==> src/hdl/sbs_pkg.sv <==
// ----------------------------------------------------------------------------
// sbs_pkg
// Shared types and constants for the sorted table bound search block.
// ----------------------------------------------------------------------------
package sbs_pkg;

  localparam int unsigned TABLE_DEPTH_DEF = 1024;
  localparam int unsigned ENTRY_BITS_DEF  = 32;

  // fixed field widths of the stream beats
  localparam int unsigned CMD_W       = 2;
  localparam int unsigned IDX_W       = 10;
  localparam int unsigned VAL_W       = 32;
  localparam int unsigned POS_W       = IDX_W + 1;
  localparam int unsigned IN_TDATA_W  = 96;
  localparam int unsigned OUT_TDATA_W = 16;

  // input tdata layout, lowest bit first
  localparam int unsigned WIDX_LSB = 0;
  localparam int unsigned WVAL_LSB = WIDX_LSB + IDX_W;
  localparam int unsigned RLO_LSB  = WVAL_LSB + VAL_W;
  localparam int unsigned RHI_LSB  = RLO_LSB + IDX_W;
  localparam int unsigned KEY_LSB  = RHI_LSB + IDX_W;

  typedef enum logic [CMD_W-1:0] {
    CMD_WRITE = 2'd0,
    CMD_LOWER = 2'd1,
    CMD_UPPER = 2'd2
  } cmd_e;

  // one classified operation: a write uses idx/operand, a query idx..hi/operand
  typedef struct packed {
    cmd_e                    cmd;
    logic [IDX_W-1:0]        idx;
    logic [IDX_W-1:0]        hi;
    logic signed [VAL_W-1:0] operand;
  } op_t;

endpackage

==> src/hdl/sbs_queue.sv <==
// ----------------------------------------------------------------------------
// sbs_queue
// Two-entry op queue between the front and the search engine.
// ----------------------------------------------------------------------------
module sbs_queue (
  input  logic          clk_i,
  input  logic          rst_ni,
  input  logic          push_i,
  output logic          ready_o,
  input  sbs_pkg::op_t  op_i,
  output logic          valid_o,
  input  logic          pop_i,
  output sbs_pkg::op_t  op_o
);
  import sbs_pkg::*;

  localparam logic [1:0] FULL_CNT = 2'd2;

  op_t        slot_q [2];
  logic       wr_ptr_q, wr_ptr_d;
  logic       rd_ptr_q, rd_ptr_d;
  logic [1:0] count_q, count_d;
  logic       do_push, do_pop;

  assign ready_o = count_q != FULL_CNT;
  assign valid_o = count_q != 2'd0;
  assign do_push = push_i && ready_o;
  assign do_pop  = pop_i && valid_o;
  assign op_o    = slot_q[rd_ptr_q];

  always_comb begin
    wr_ptr_d = do_push ? !wr_ptr_q : wr_ptr_q;
    rd_ptr_d = do_pop ? !rd_ptr_q : rd_ptr_q;
    count_d  = count_q;
    if (do_push && !do_pop) begin
      count_d = count_q + 2'd1;
    end else if (do_pop && !do_push) begin
      count_d = count_q - 2'd1;
    end
  end

  always_ff @(posedge clk_i or negedge rst_ni) begin
    if (!rst_ni) begin
      wr_ptr_q <= 1'b0;
      rd_ptr_q <= 1'b0;
      count_q  <= 2'd0;
    end else begin
      wr_ptr_q <= wr_ptr_d;
      rd_ptr_q <= rd_ptr_d;
      count_q  <= count_d;
    end
  end

  always_ff @(posedge clk_i) begin
    if (do_push) begin
      slot_q[wr_ptr_q] <= op_i;
    end
  end

endmodule

==> config.mk <==
export PLATFORM = sky130hd
export DESIGN_NAME = sbs_queue
export DESIGN_NICKNAME = d
export VERILOG_FILES = /design/src/hdl/sbs_pkg.sv /design/src/hdl/sbs_queue.sv
export SDC_FILE = /design/constraint.sdc
export NUM_CORES = 1
export LEC_CHECK = 0
export BUFFER_PORTS_ARGS = -buffer_cell sky130_fd_sc_hd__buf_2
export CORE_AREA = 10 10 116 118
export CTS_BUF_LIST = sky130_fd_sc_hd__clkbuf_4 sky130_fd_sc_hd__clkbuf_8 sky130_fd_sc_hd__clkbuf_16
export CTS_CLUSTER_DIAMETER = 50
export CTS_CLUSTER_SIZE = 14
export DETAILED_ROUTE_END_ITERATION = 7
export DIE_AREA = 0 0 126 128
export PLACE_DENSITY_LB_ADDON = 0.12
export RECOVER_POWER = 50
export REMOVE_ABC_BUFFERS = 1
export SLEW_MARGIN = 10
export SYNTH_ARGS = -nofsm -noshare
export SYNTH_HDL_FRONTEND = slang
export SYNTH_SLANG_ARGS = --single-unit
==> constraint.sdc <==
create_clock -name clk_i -period 8.1 [get_ports clk_i]
set_input_delay 0.405 -clock clk_i [delete_from_list [all_inputs] [get_ports clk_i]]
set_output_delay 0.405 -clock clk_i [all_outputs]
set_load 0.01 [all_outputs]
==> report_table.html <==
<table>
<tr><th>Metric</th><th>Value</th></tr>
<tr><th colspan="2">Run status</th></tr>
<tr><td>Outcome</td><td>finished with violations</td></tr>
<tr><td>Violated checks</td><td>capacitance limit, slew limit</td></tr>
<tr><th colspan="2">Synth</th></tr>
<tr><td>Cell taking the most area after synthesis</td><td>sky130_fd_sc_hd__edfxtp_1</td></tr>
<tr><td>Post-synthesis cell area</td><td>0.00434 mm2</td></tr>
<tr><td>Area share of the leading cell type in the synthesized netlist</td><td>0.747</td></tr>
<tr><td>Synth area leaders</td><td>sky130_fd_sc_hd__edfxtp_1, sky130_fd_sc_hd__mux2_4, sky130_fd_sc_hd__buf_12</td></tr>
<tr><td>Async SR Flop Fraction</td><td>0.0357</td></tr>
<tr><td>Distinct cells, synth</td><td>15</td></tr>
<tr><td>Synthesis Warnings</td><td>0</td></tr>
<tr><td>Synth Area per Inst</td><td>23.3 um2</td></tr>
<tr><td>Cell count after synthesis</td><td>186</td></tr>
<tr><td>Most used DFF post-synth</td><td>sky130_fd_sc_hd__edfxtp_1</td></tr>
<tr><td>Leading cell type by number of instances after synthesis</td><td>sky130_fd_sc_hd__edfxtp_1</td></tr>
<tr><td>Fraction of the yosys area taken by sequential cells</td><td>0.770</td></tr>
<tr><td>Post-synthesis sequential element count</td><td>112</td></tr>
<tr><td>Leading cell types by count after synthesis</td><td>sky130_fd_sc_hd__edfxtp_1, sky130_fd_sc_hd__mux2_4, sky130_fd_sc_hd__buf_12, sky130_fd_sc_hd__mux2_2, sky130_fd_sc_hd__dfrtp_1</td></tr>
<tr><td>Post-synth EDFFs</td><td>108</td></tr>
<tr><th colspan="2">Floorplanning</th></tr>
<tr><td>Standard-cell row count</td><td>39</td></tr>
<tr><td>Die W</td><td>126 um</td></tr>
<tr><td>Std-Cell Core Area</td><td>0.0112 mm2</td></tr>
<tr><td>Y dimension of the die</td><td>128 um</td></tr>
<tr><td>Count of pins on the block boundary</td><td>114</td></tr>
<tr><td>Initial standard-cell utilization of the core</td><td>0.387</td></tr>
<tr><td>Die Area</td><td>0.0161 mm2</td></tr>
<tr><th colspan="2">Drt</th></tr>
<tr><td>Total wire length</td><td>8200 um</td></tr>
<tr><td>Wire length per cell</td><td>18.0 um</td></tr>
<tr><td>Residual DRC count</td><td>0</td></tr>
<tr><td>Iteration-0 DRC Markers</td><td>96</td></tr>
<tr><td>Via Count</td><td>2039</td></tr>
<tr><td>First-pass iteration count of the detailed router</td><td>4</td></tr>
<tr><td>Number of vias per cell after detailed routing</td><td>4.47</td></tr>
<tr><td>Remaining antenna violation count after routing</td><td>0</td></tr>
<tr><th colspan="2">STA</th></tr>
<tr><td>Achievable Freq</td><td>0.254 GHz</td></tr>
<tr><td>Setup repair after global routing missed its margin</td><td>false</td></tr>
<tr><td>Slew Limit Fails</td><td>111</td></tr>
<tr><td>Post-route clock skew</td><td>0.00581 ns</td></tr>
<tr><td>Minimum clock period after layout</td><td>3.94 ns</td></tr>
<tr><td>Headroom to the max-slew limit</td><td>-1.13</td></tr>
<tr><td>Worst Hold Slack</td><td>0.253 ns</td></tr>
<tr><td>Setup TNS</td><td>0 ns</td></tr>
<tr><td>Final hold violation count</td><td>0</td></tr>
<tr><td>Slew of the pin with the lowest slew margin</td><td>3.19 ns</td></tr>
<tr><td>Number of setup violations in the final report</td><td>0</td></tr>
<tr><td>Final worst path period share</td><td>0.486</td></tr>
<tr><th colspan="2">Power</th></tr>
<tr><td>Net switching fraction of the power</td><td>0.280</td></tr>
<tr><td>Part of the power in the clock network</td><td>0.216</td></tr>
<tr><td>Power density over cell area</td><td>366 mW/mm2</td></tr>
<tr><td>Total leakage power</td><td>2.03 nW</td></tr>
<tr><td>Gate power share</td><td>0.311</td></tr>
<tr><td>Total internal power</td><td>0.00138 W</td></tr>
<tr><td>NetSw</td><td>0.000536 W</td></tr>
<tr><td>Sequential group share of total power</td><td>0.473</td></tr>
<tr><td>Maximum resistive drop on vdd</td><td>0.000335 V</td></tr>
<tr><th colspan="2">Clock tree</th></tr>
<tr><td>Post CTS Setup Buffer Count</td><td>0</td></tr>
<tr><td>Num CTS Buffers</td><td>9</td></tr>
<tr><td>Clock latency at the later pin of the worst-skew pair</td><td>0.34 ns</td></tr>
<tr><td>Buffer cell driving the clock tree root</td><td>sky130_fd_sc_hd__clkbuf_16</td></tr>
<tr><td># clock sinks</td><td>112</td></tr>
<tr><td>Count of hold-fix buffers inserted at cts</td><td>1</td></tr>
<tr><td>Post-cts repair resize count</td><td>0</td></tr>
<tr><td>TritonCTS clock tree</td><td>done</td></tr>
<tr><td>Number of H-tree levels</td><td>3</td></tr>
<tr><td>Clk pin slew, worst setup/hold paths</td><td>0.07 ns</td></tr>
<tr><td>Number of buffers between clock root and the deepest sink</td><td>2</td></tr>
<tr><th colspan="2">Worst setup path</th></tr>
<tr><td>Required time of the worst setup path</td><td>7.70 ns</td></tr>
<tr><td>Worst EP arrival</td><td>3.54 ns</td></tr>
<tr><td>Reg-to-reg slack, setup</td><td>4.71 ns</td></tr>
<tr><td>Startpoint kind of the worst setup timing path</td><td>flop</td></tr>
<tr><td>Worst Setup End Kind</td><td>output port</td></tr>
<tr><td>Crit Path Category</td><td>flop to output port</td></tr>
<tr><td>Maximum fanout count along the critical path</td><td>55</td></tr>
<tr><th colspan="2">Global routing</th></tr>
<tr><td>Global-route usage over all layers</td><td>0.101</td></tr>
<tr><td>Vias in the first global route</td><td>2307</td></tr>
<tr><td>Total gr overflow</td><td>0</td></tr>
<tr><td>Global-route wire length before repair</td><td>12500 um</td></tr>
<tr><td>Number of antenna violations at the first check in global routing</td><td>1</td></tr>
<tr><td>Pin count of the biggest net entering global routing</td><td>56</td></tr>
<tr><th colspan="2">Cells and area</th></tr>
<tr><td>Non-filler cells, final</td><td>456</td></tr>
<tr><td>Area added between synthesis and finish</td><td>20.9%</td></tr>
<tr><td>Final layout net count</td><td>366</td></tr>
<tr><td>Proportion of layout cells with a drive suffix above 1</td><td>0.494</td></tr>
<tr><th colspan="2">Place</th></tr>
<tr><td>Port bufs</td><td>113</td></tr>
<tr><td>GP Congestion</td><td>0.672</td></tr>
<tr><td>Dpl cells</td><td>438</td></tr>
<tr><th colspan="2">Worst hold path</th></tr>
<tr><td>Class of the most critical hold timing path</td><td>input port to flop</td></tr>
<tr><th colspan="2">Flow run</th></tr>
<tr><td>Max-cap check violation count</td><td>2</td></tr>
</table>
-- critical path, cell delays in order (launching register included) --
cell	delay, ns
sky130_fd_sc_hd__dfrtp_1	2.51
sky130_fd_sc_hd__mux2_2	0.49
sky130_fd_sc_hd__buf_2	0.14
-- cell type report --
cell class,instances,area [um2]
Antenna cell,1,2.50
Clock buffer,15,277
Clock inverter,1,5.00
Fill cell,1000,5980
Inverter,1,3.75
Multi-Input combinational cell,67,891
Sequential cell,112,3340
Tap cell,143,179
Timing Repair Buffer,116,547
-- per-layer routing --
metal	vias up	wire length [um]	share of wire	global-route usage
li1	972	-	-	-
met1	991	3270	0.40	0.113
met2	66	4170	0.51	0.164
met3	10	619	0.076	0.0397
met4	0	141	0.017	0.0543
met5	-	0	0	0
-- stage by stage --
step                power (W)  area [um2]  setup slack, ns  utilization
floorplan             0.00129        4230             4.67            -
global placement      0.00150        5000             5.98        0.446
detailed placement    0.00151        5000             5.98        0.446
CTS                   0.00193        5290             5.60        0.472
global route          0.00204        5250             3.78        0.467
finish                0.00192        5250             4.16        0.468
-- worst paths after layout --
path	endpoint	startpoint	depth (start not counted)
worst max-delay path	op_o[46]	rd_ptr_q	2
worst min-delay path	slot_q[0][28]	op_i[28]	1
worst max register to register	slot_q[1][31]	count_q[0]	3
worst min register to register	count_q[1]	count_q[1]	1
max in group asynchronous	count_q[0]	rst_ni	2
min in group asynchronous	wr_ptr_q	rst_ni	2
-- flip-flops by register name, indices dropped and copies added (netlist names) --
register  count
rd_ptr_q      1
slot_q      108
wr_ptr_q      1
count_q       2
-- power groups by stage --
stage               Clock (W)  Combinational [W]  Sequential [W]
finish               0.000415           0.000597        0.000907
global route         0.000457           0.000651        0.000930
CTS                  0.000429           0.000587        0.000910
detailed placement          0           0.000584        0.000922
global placement            0           0.000586        0.000916
floorplan                   0           0.000401        0.000894
-- kinds of logic after synthesis --
family / synth area share
fa+ha+maj: 0.00288
buf+inv: 0.0265
simple gates: 0.00779
mux: 0.182
xor+xnor: 0.0101
flops: 0.770
-- layout by cell type, fill, tap and decap left out --
master                          instances
sky130_fd_sc_hd__nand2_1                2
sky130_fd_sc_hd__clkinv_2               1
sky130_fd_sc_hd__clkbuf_8               1
sky130_fd_sc_hd__ha_1                   1
sky130_fd_sc_hd__nor2_1                 1
sky130_fd_sc_hd__dfrtp_1                4
sky130_fd_sc_hd__inv_1                  1
sky130_fd_sc_hd__mux2_2                 5
sky130_fd_sc_hd__clkbuf_16              9
sky130_fd_sc_hd__clkbuf_1              33
sky130_fd_sc_hd__buf_4                  1
sky130_fd_sc_hd__buf_2                 81
sky130_fd_sc_hd__edfxtp_1             108
sky130_fd_sc_hd__or2_0                  1
sky130_fd_sc_hd__xor2_1                 2
sky130_fd_sc_hd__nor2_4                 1
sky130_fd_sc_hd__dlygate4sd3_1          1
sky130_fd_sc_hd__nand2b_1               1
sky130_fd_sc_hd__and3_2                 1
sky130_fd_sc_hd__clkbuf_4               5
sky130_fd_sc_hd__xnor2_1                3
sky130_fd_sc_hd__mux2_4                49
sky130_fd_sc_hd__diode_2                1
Power figures use the tool's default switching activity.
