### config.mk
export PLATFORM = sky130hd
export DESIGN_NAME = sbs_front
export DESIGN_NICKNAME = d
export VERILOG_FILES = /design/src/hdl/sbs_pkg.sv /design/src/hdl/sbs_front.sv
export SDC_FILE = /design/constraint.sdc
export NUM_CORES = 1
export LEC_CHECK = 0
export ABC_AREA = 1
export ABC_CLOCK_PERIOD_IN_PS = 13600
export BUFFER_PORTS_ARGS = -buffer_cell sky130_fd_sc_hd__buf_4
export CAP_MARGIN = 25
export CORE_AREA = 4 4 77 79
export CTS_BUF_LIST = sky130_fd_sc_hd__clkbuf_2 sky130_fd_sc_hd__clkbuf_4 sky130_fd_sc_hd__clkbuf_8
export CTS_CLUSTER_SIZE = 30
export DETAILED_ROUTE_END_ITERATION = 12
export DIE_AREA = 0 0 81 83
export HOLD_SLACK_MARGIN = 0.15
export PLACE_DENSITY = 0.83
export SKIP_LAST_GASP = 1
export SYNTH_ARGS = -nofsm -noshare
export SYNTH_HDL_FRONTEND = slang
export SYNTH_SLANG_ARGS = --single-unit
### constraint.sdc
create_clock -name clk_i -period 13.6 [get_ports clk_i]
set_input_delay 2.72 -clock clk_i [delete_from_list [all_inputs] [get_ports clk_i]]
set_output_delay 2.72 -clock clk_i [all_outputs]
set_load 0.01 [all_outputs]
### src/hdl/sbs_pkg.sv
// ----------------------------------------------------------------------------
// sbs_pkg
// Shared types and constants for the sorted table bound search block.
// ----------------------------------------------------------------------------
package sbs_pkg;

  localparam int unsigned TABLE_DEPTH_DEF = 1024;
  localparam int unsigned ENTRY_BITS_DEF  = 32;

  // fixed field widths of the stream beats
  localparam int unsigned CMD_W       = 2;
  localparam int unsigned IDX_W       = 10;
  localparam int unsigned VAL_W       = 32;
  localparam int unsigned POS_W       = IDX_W + 1;
  localparam int unsigned IN_TDATA_W  = 96;
  localparam int unsigned OUT_TDATA_W = 16;

  // input tdata layout, lowest bit first
  localparam int unsigned WIDX_LSB = 0;
  localparam int unsigned WVAL_LSB = WIDX_LSB + IDX_W;
  localparam int unsigned RLO_LSB  = WVAL_LSB + VAL_W;
  localparam int unsigned RHI_LSB  = RLO_LSB + IDX_W;
  localparam int unsigned KEY_LSB  = RHI_LSB + IDX_W;

  typedef enum logic [CMD_W-1:0] {
    CMD_WRITE = 2'd0,
    CMD_LOWER = 2'd1,
    CMD_UPPER = 2'd2
  } cmd_e;

  // one classified operation: a write uses idx/operand, a query idx..hi/operand
  typedef struct packed {
    cmd_e                    cmd;
    logic [IDX_W-1:0]        idx;
    logic [IDX_W-1:0]        hi;
    logic signed [VAL_W-1:0] operand;
  } op_t;

endpackage

### src/hdl/sbs_front.sv
// ----------------------------------------------------------------------------
// sbs_front
// Accepts input beats, drops those that do nothing, and registers the op.
// ----------------------------------------------------------------------------
module sbs_front #(
  parameter int unsigned TABLE_DEPTH = sbs_pkg::TABLE_DEPTH_DEF
) (
  input  logic                            clk_i,
  input  logic                            rst_ni,
  input  logic                            s_axis_tvalid,
  output logic                            s_axis_tready,
  input  logic [sbs_pkg::IN_TDATA_W-1:0]  s_axis_tdata,
  input  logic [sbs_pkg::CMD_W-1:0]       s_axis_tuser,
  output logic                            op_valid_o,
  input  logic                            op_ready_i,
  output sbs_pkg::op_t                    op_o
);
  import sbs_pkg::*;

  logic vld_q, vld_d;
  op_t  op_q, op_d;
  cmd_e cmd;
  logic keep;
  logic accept;

  assign cmd           = cmd_e'(s_axis_tuser);
  assign s_axis_tready = !vld_q || op_ready_i;
  assign accept        = s_axis_tvalid && s_axis_tready;

  always_comb begin
    op_d.cmd = cmd;
    case (cmd)
      CMD_WRITE: begin
        keep       = 32'(s_axis_tdata[WIDX_LSB +: IDX_W]) < TABLE_DEPTH;
        op_d.idx   = s_axis_tdata[WIDX_LSB +: IDX_W];
        op_d.hi    = s_axis_tdata[RHI_LSB +: IDX_W];
        op_d.operand = s_axis_tdata[WVAL_LSB +: VAL_W];
      end
      CMD_LOWER, CMD_UPPER: begin
        keep       = 1'b1;
        op_d.idx   = s_axis_tdata[RLO_LSB +: IDX_W];
        op_d.hi    = s_axis_tdata[RHI_LSB +: IDX_W];
        op_d.operand = s_axis_tdata[KEY_LSB +: VAL_W];
      end
      default: begin
        // unused command: swallowed without a result
        keep       = 1'b0;
        op_d.idx   = s_axis_tdata[RLO_LSB +: IDX_W];
        op_d.hi    = s_axis_tdata[RHI_LSB +: IDX_W];
        op_d.operand = s_axis_tdata[KEY_LSB +: VAL_W];
      end
    endcase
  end

  always_comb begin
    vld_d = vld_q;
    if (accept) begin
      vld_d = keep;
    end else if (op_ready_i) begin
      vld_d = 1'b0;
    end
  end

  always_ff @(posedge clk_i or negedge rst_ni) begin
    if (!rst_ni) begin
      vld_q <= 1'b0;
    end else begin
      vld_q <= vld_d;
    end
  end

  always_ff @(posedge clk_i) begin
    if (accept) begin
      op_q <= op_d;
    end
  end

  assign op_valid_o = vld_q;
  assign op_o       = op_q;

endmodule

==> impl_metrics.tcl, run 1 <==
set metrics [dict create \
    drtIter0Drc 65 \
    fin_nets 453 \
    grtUsageTotal 0.178 \
    drive_gt1_frac 0.472 \
    power_per_cell_area_mw_per_mm2 109 \
    synth_largest_area_cell "edfxtp_1" \
    syn2layout_area_growth_pct 55.2 \
    vias 2002 \
    worst_r2r_path_depth 2 \
    r2r-start "op_valid_o" \
    cts_root_buf "clkbuf_8" \
    insertedDiodeCount 0 \
    worst-path-max-fanout 2 \
    r2r_end "op_o[20]" \
    drt.antenna.violating_nets 0 \
    grt_pass1_vias 1966 \
    synth_flop_cell "edfxtp_1" \
    tns_ps 0 \
    remaining_drc_errors 0 \
    post-synth-top-count-cell "nand2_1" \
    hold_start "op_valid_o" \
    ys_seq_elements 55 \
    pin_count 158 \
    dieArea_mm2 0.00672 \
    max-slew-margin-rel 0.543 \
    yosysSeqAreaShare 0.704 \
    synth_top_area_frac 0.694 \
    synth.distinct_cells 13 \
    synth_edf_count 54 \
    cts.sink_count 55 \
    layout_setup_ws_ps 7730 \
    drt-total-wl_um 6020 \
    grt_use_met3 0.0380 \
    vias_per_cell 4.72 \
    avgSynthCellArea_um2 11.6 \
    pre_cts_slack_ps 7730 \
    post_cts_buffers 0 \
    post_drt_wl_per_cell_um 14.2 \
    critPathCaptureType "output port" \
    grt_util_met2 0.314 \
    arrival_ps 3150 \
    n_fill_cell 435 \
    grt_pass1_wl_um 9290 \
    coreArea_mm2 0.00534 \
    async_flop_share 0.0182 \
    drv_slew 0 \
    fp.dieH_um 83 \
    io_buffers 155 \
    fin_crit_ps 5870 \
    cts-resized-gates 0 \
    top_usage_layer "met2" \
    htree_levels 2 \
    placed_cells 416 \
    cts_tree "built" \
    clk_latency_ps 300 \
    antenna_found_initial 0 \
    syn_nets 304 \
    hold_end "op_valid_o" \
    cts_buffers 5 \
    dp_hpwl_um 4300 \
    max_freq_mhz 170 \
    reg2reg_slack_ps 12050 \
    cap_violations 0 \
    required_ps 10880 \
    vdd_drop_max_mv 0.0740 \
    status "completed" \
    placed_area_mm2 0.00349 \
    setup_violations 0 \
    skew_ps 5.91 \
    dr.pass1.iters 4 \
    syn_area_mm2 0.00234 \
    fin_cells 424 \
    synth.area.top_cells "edfxtp_1 (69%), nand2_1 (14%), o21ai_0 (6.0%)" \
    p_leak_uw 0.00167 \
    grt_max_degree 55 \
    start_util 0.438 \
    cts_buffer_depth 2 \
    worst_slew_pin_slew_ps 686 \
    fin_crit_sh 0.431 \
    syn_inst 202 \
    critPathKind "in -> out" \
    hold_viol 0 \
    fin_area_mm2 0.00363 \
    hold_buffers 0 \
    grt_overflow_total 0 \
    yosysWarningCount 0 \
    critPathLaunchType "input pin" \
    rsz0062_at_grt "no" \
    ys_top_cells_by_count "nand2_1 (88), edfxtp_1 (54), o21ai_0 (28)" \
    die_w_um 81 \
    place.gp.congestion 0.746 \
    hold_class "reg -> reg" \
    clk_pin_slew_ps 90 \
    met1_usage 0.209 \
    min_delay_path_depth 2 \
    rows 27 \
]
-- stage by stage --
stage | total power, µW | hold WS, ps | util
after global routing | 414 | 653 | 0.680
after global placement | 273 | 580 | 0.654
after CTS | 401 | 622 | 0.680
after floorplan | 235 | 612 | -
after detailed placement | 275 | 591 | 0.654
final | 396 | 618 | 0.680
-- layer usage --
layer | vias to the layer above | part of all wire
met2 | 100 | 0.53
met3 | 10 | 0.090
met4 | 0 | 0.020
met5 | - | 0
met1 | 903 | 0.36
li1 | 989 | -
-- critical path: stages --
cell,delay (ps)
buf_4,100
inv_1,100
nand2_1,80
buf_4,150
-- worst max path at each step --
stage | slack [ps] | endpoint | start
2_1_floorplan | 6360 | op_o[0] | op_ready_i
3_3_place_gp | 7740 | s_axis_tready | op_ready_i
3_5_place_dp | 7730 | s_axis_tready | op_ready_i
4_1_cts | 7730 | s_axis_tready | op_ready_i
5_1_grt | 7690 | s_axis_tready | op_ready_i
6_report | 7730 | s_axis_tready | op_ready_i
-- sequential cells by signal, summed over array words and instances (netlist names) --
name / count
op_o: 54
op_valid_o: 1
-- layout by cell type (no fill, tap or decap), drive strengths merged --
cell | netlist | routed
buf | 11 | 156
bufinv | 0 | 2
clkbuf | 3 | 6
o21ai | 42 | 42
nand2 | 88 | 88
edfxtp | 54 | 54
dfrtp | 1 | 1
inv | 1 | 1
nor2 | 1 | 1
a21boi | 1 | 1
-- cell type report --
class | count | area [µm²] | share of cell area
inverter | 1 | 3.75 | 0.00103
timing repair buffer | 156 | 1170 | 0.323
sequential | 55 | 1650 | 0.454
multi-input combinational | 132 | 579 | 0.160
clock buffer | 6 | 76.3 | 0.0210
clock inverter | 2 | 60.1 | 0.0166
tap | 72 | 90.1 | 0.0248
-- logic make-up (layout without fill, tap and decap cells) --
logic type,count (synthesis),in the layout,synth area share
buffers and inverters,15,165,0.0525
AO/OA/AOI/OAI,43,43,0.0931
flip-flops,55,55,0.704
AND/OR/NAND/NOR,89,89,0.150
-- where the power goes --
part	switching, µW	total [µW]	internal, µW
sequential	3.27	204	201
combinational	30.1	66.2	36.1
clock	49.7	125	75.5
total	83.1	396	313
No activity file was read; power rests on OpenSTA's default activity.
==> run 2: changes to the inputs <==
- ABC_AREA: 1 -> 0
- ABC_CLOCK_PERIOD_IN_PS: 13600 -> 4900
- CORE_AREA: 4 4 77 79 -> 4 4 82 84
- DIE_AREA: 0 0 81 83 -> 0 0 86 88
- PLACE_DENSITY: 0.83 -> 0.74
- clock period: 13.6 -> 4.9 ns (I/O delays scaled with it)
==> run 2 against run 1 <==
First-iteration DRC count shrank 45%. Non-clock buffer count grew 1. Clock power rose by 100%. Die area grew 13%. Worst setup slack got worse by 5200 ps. Final area fell by 2.3%. Combinational power rose to 2.7 times the previous value. Critical path depth is 1 lower. Power rose to 2.5 times the previous value. Clock skew is 6.4 ps higher. Cell count decreased by 19%. Largest cell class unchanged.
==> impl_metrics.tcl, run 2 <==
set metrics [dict create \
    fin_crit_ps 2390 \
    critPathKind "in -> out" \
    coreArea_mm2 0.00592 \
    rsz0062_at_grt "no" \
    syn_nets 208 \
    arrival_ps 1410 \
    cts_tree "built" \
    grt_pass1_wl_um 8520 \
    critPathCaptureType "output port" \
    cts-resized-gates 0 \
    synth_largest_area_cell "edfxtp_1" \
    clk_pin_slew_ps 100 \
    cts.sink_count 55 \
    fin_nets 368 \
    max_freq_mhz 419 \
    pre_cts_slack_ps 2280 \
    rows 28 \
    p_leak_uw 0.00151 \
    hold_ws_ps 424 \
    clk_latency_ps 300 \
    max-slew-margin-rel 0.572 \
    place.gp.congestion 0.736 \
    post_cts_buffers 0 \
    start_util 0.372 \
    syn_area_mm2 0.00220 \
    hold_viol 0 \
    multi_input_area_um2 512 \
    remaining_drc_errors 0 \
    io_buffers 155 \
    avgSynthCellArea_um2 20.8 \
    drive_gt1_frac 0.775 \
    syn_inst 106 \
    hold_buffers 0 \
    cts_root_buf "clkbuf_8" \
    pin_count 158 \
    required_ps 3920 \
    drtIter0Drc 36 \
    n_fill_cell 488 \
    vdd_drop_max_mv 0.158 \
    layout_commonest_cell "buf_4" \
    drt-total-wl_um 5700 \
    post_drt_wl_per_cell_um 16.7 \
    worst_slew_pin_slew_ps 641 \
    htree_levels 2 \
    path_cells "buf_4, nand2b_1, buf_4" \
    cpPeakStageDelay_ps 170 \
    grtUsageTotal 0.151 \
    grt_max_degree 29 \
    async_flop_share 0.0182 \
    largest_reg_flops 54 \
    dieArea_mm2 0.00757 \
    status "completed" \
    worst-path-max-fanout 3 \
    tns_ps 0 \
    insertedDiodeCount 0 \
    grt_pass1_vias 1701 \
    post-synth-top-count-cell "edfxtp_1" \
    vias_per_cell 4.54 \
    antenna_found_initial 0 \
    yosysSeqAreaShare 0.748 \
    yosysWarningCount 0 \
    fp.dieH_um 88 \
    synth.area.top_cells "edfxtp_1 (74%), mux2_2 (20%), buf_6 (2.0%)" \
    die_w_um 86 \
    dp_hpwl_um 4600 \
    drv_slew 0 \
    critPathLaunchType "input pin" \
    ys_seq_elements 55 \
    layout_setup_ws_ps 2510 \
    cts_buffers 5 \
    skew_ps 12.3 \
    hold_class "in -> async" \
    cap_violations 0 \
    final_cell_mix "buf_4 (156), edfxtp_1 (54), mux2_2 (39)" \
    dr.pass1.iters 3 \
    fin_crit_sh 0.487 \
    regArea_mm2 0.00165 \
    synth.distinct_cells 10 \
    cts_buffer_depth 2 \
    cp_common_cell "buf_4" \
    vias 1551 \
    grt_overflow_total 0 \
    slowest_stage "nand2b_1" \
    synth_flop_cell "edfxtp_1" \
    drt.antenna.violating_nets 0 \
    synth_edf_count 54 \
    ys_top_cells_by_count "edfxtp_1 (54), mux2_2 (39), buf_6 (4)" \
    setup_violations 0 \
    synth_top_area_frac 0.736 \
    power_per_cell_area_mw_per_mm2 282 \
    syn2layout_area_growth_pct 60.9 \
]
run 2: logic make-up after synthesis:
kind of cell / after synthesis / synth area share
compound gates: 1 / 0.00455
buf+inv: 4 / 0.0205
flops: 55 / 0.748
mux: 42 / 0.215
simple gates: 4 / 0.0125
run 2: stage by stage:
step	area, µm²	util	power (µW)	cells
after floorplan	2200	-	641	106
after detailed placement	3450	0.583	758	334
after global placement	3420	0.578	751	333
after CTS	3540	0.598	1020	342
after global routing	3540	0.598	1050	342
final	3540	0.598	999	342
run 2: worst paths after layout:
path,startpoint,end,slack [ps],cells past startpoint
min reg2reg,op_valid_o,op_valid_o,570,2
max reg2reg,op_valid_o,op_o[8],3000,3
max in group asynchronous,rst_ni,op_valid_o,4400,1
max,op_ready_i,s_axis_tready,2510,3
min in group clk_i,op_valid_o,op_valid_o,570,2
min,rst_ni,op_valid_o,420,1
run 2: report_power, final:
part           switching (µW)  internal, µW
Combinational            66.9           112
Clock                     147           109
Sequential               7.68           556
Total                     222           777
run 2: final cells by class:
| type | instances | area share |
|---|---|---|
| repair buffers | 157 | 0.338 |
| multi-input cells | 47 | 0.144 |
| flip-flops and latches | 55 | 0.465 |
| clock inverters | 2 | 0.00459 |
| well taps | 75 | 0.0265 |
| clock buffers | 6 | 0.0215 |
run 2: layer usage:
metal  routed length (µm)  global-route usage  vias to the layer above
met5                    0                   0                        -
met3                  794              0.0960                        6
met2                 2970               0.265                       91
met4                   99              0.0518                        0
li1                     -                   -                      732
met1                 1840               0.145                      722
run 2: worst max-delay path, delay by kind of cell:
kind / cells / cell delay [ps]
buf+inv: 2 / 260
simple gates: 1 / 170
==> run 3: changes to the inputs <==
- ABC_CLOCK_PERIOD_IN_PS: 4900 -> 2200
- CORE_AREA: 4 4 82 84 -> 4 4 78 80
- DIE_AREA: 0 0 86 88 -> 0 0 82 84
- PLACE_DENSITY: 0.74 -> 0.78
- clock period: 4.9 -> 2.2 ns (I/O delays scaled with it)
==> run 3 against run 2 <==
Sequential cell count did not move. Global-route usage grew 1.5 points. Worst setup slack lost 1700 ps. Power is 130% higher. Critical path type is now reg -> reg. Highest routed layer unchanged.
==> impl_metrics.tcl, run 3 (same netlist as run 2, synthesis figures left out) <==
set metrics [dict create \
    drt-met1-wl_um 1730 \
    fin_util 0.664 \
    die_w_um 82 \
    grt_pass1_vias 1767 \
    antenna_found_initial 0 \
    min_delay_path_depth 1 \
    r2r_end "op_o[5]" \
    drive_gt1_frac 0.774 \
    power_per_cell_area_mw_per_mm2 648 \
    final_cell_mix "buf_4 (157), edfxtp_1 (54), mux2_2 (39)" \
    critPathLaunchType "flop" \
    pin_count 158 \
    hold_buffers 1 \
    insertedDiodeCount 0 \
    dp_hpwl_um 4620 \
    grtUsageTotal 0.166 \
    cts_buffers 5 \
    vias_per_cell 4.59 \
    vdd_drop_max_mv 0.375 \
    cts_root_buf "clkbuf_8" \
    drt.antenna.violating_nets 0 \
    clk_latency_ps 300 \
    worst_r2r_path_depth 3 \
    rsz0062_at_grt "no" \
    fin_nets 371 \
    hold_ws_ps 314 \
    syn2layout_area_growth_pct 63.1 \
    fin_crit_sh 0.652 \
    route.met3.wl_um 585 \
    max_freq_mhz 697 \
    hold_start "s_axis_tdata[55]" \
    worst-path-max-fanout 22 \
    drtIter0Drc 24 \
    cts-resized-gates 0 \
    hold_class "in -> reg" \
    cap_violations 0 \
    coreArea_mm2 0.00541 \
    rows 27 \
    fp.dieH_um 84 \
    critPathCaptureType "flop" \
    start_util 0.407 \
    dieArea_mm2 0.00689 \
    drv_slew 0 \
    layout_commonest_cell "buf_4" \
    max-slew-margin-rel 0.741 \
    htree_levels 2 \
    setup_violations 0 \
    grt_max_degree 24 \
    grt_pass1_wl_um 8400 \
    hold_viol 0 \
    cts_buffer_depth 2 \
    io_buffers 155 \
    tns_ps 0 \
    r2r-start "op_valid_o" \
    fin_crit_ps 1430 \
    routed.top_layer "met4" \
    cts.sink_count 55 \
    skew_ps 10.4 \
    required_ps 2200 \
    largest_reg_flops 54 \
    critPathKind "reg -> reg" \
    dr.pass1.iters 4 \
    wl_met2_um 3300 \
    grt_overflow_total 0 \
    vias 1569 \
    place.gp.congestion 0.716 \
    clk_pin_slew_ps 90 \
    cts_tree "built" \
    reg2reg_slack_ps 770 \
    worst_slew_pin_slew_ps 388 \
    status "completed" \
    hold_end "op_o[35]" \
    p_leak_uw 0.00154 \
    remaining_drc_errors 0 \
    post_drt_wl_per_cell_um 16.5 \
    post_cts_buffers 0 \
    arrival_ps 1440 \
    drt-total-wl_um 5660 \
]
## run 3: cell types whose count changed in the layout (fill, tap and decap cells not counted)
| cell | previous run | this run |
|---|---|---|
| bufinv_16 | 0 | 1 |
| clkbuf_4 | 1 | 2 |
| dlygate4sd3_1 | 0 | 1 |
| inv_6 | 1 | 0 |
| buf_16 | 1 | 0 |
| buf_12 | 0 | 2 |
| clkinvlp_4 | 1 | 0 |
| buf_4 | 156 | 157 |
## run 3: per-layer routing
| metal | up-vias | GRT usage |
|---|---|---|
| li1 | 738 | - |
| met1 | 741 | 0.154 |
| met2 | 86 | 0.314 |
| met3 | 4 | 0.0745 |
| met4 | 0 | 0.0468 |
| met5 | - | 0 |
## run 3: cell type report
cell class / count / area [µm²]
well taps: 72 / 90.1
multi-input cells: 47 / 512
clock inverters: 1 / 30.0
fillers: 416 / 1810
repair buffers: 160 / 1230
flip-flops and latches: 55 / 1650
clock buffers: 7 / 83.8
## run 3: report_power, final
group / total [µW] / leakage (µW) / switching (µW) / internal, µW
Combinational: 407 / 0.000951 / 150 / 257
Sequential: 1260 / 0.000528 / 17.7 / 1240
Clock: 664 / 0.0000593 / 299 / 366
## run 3: worst max-delay path by stage
stage,startpoint,to,slack (ps),cells past startpoint
after floorplan,op_ready_i,op_o[0],430,2
after global placement,s_axis_tuser[1],op_o[51],590,4
after detailed placement,s_axis_tuser[1],op_o[51],570,4
after CTS,op_valid_o,op_o[8],760,3
after global routing,op_valid_o,op_o[2],680,3
final,op_valid_o,op_o[5],770,3
## run 3: critical path: stages, from the launching register on
cell      delay, ps
dfrtp_1         390
nand2b_1        110
and2_2          410
buf_12          230
## run 3: metrics by stage
step	setup slack, ps	instance area, µm²	std cells	total power, µW
2_1_floorplan	431	2200	106	1430
3_3_place_gp	587	3470	333	1680
3_5_place_dp	566	3470	333	1690
4_1_cts	759	3590	342	2350
5_1_grt	682	3590	342	2430
6_report	765	3590	342	2330
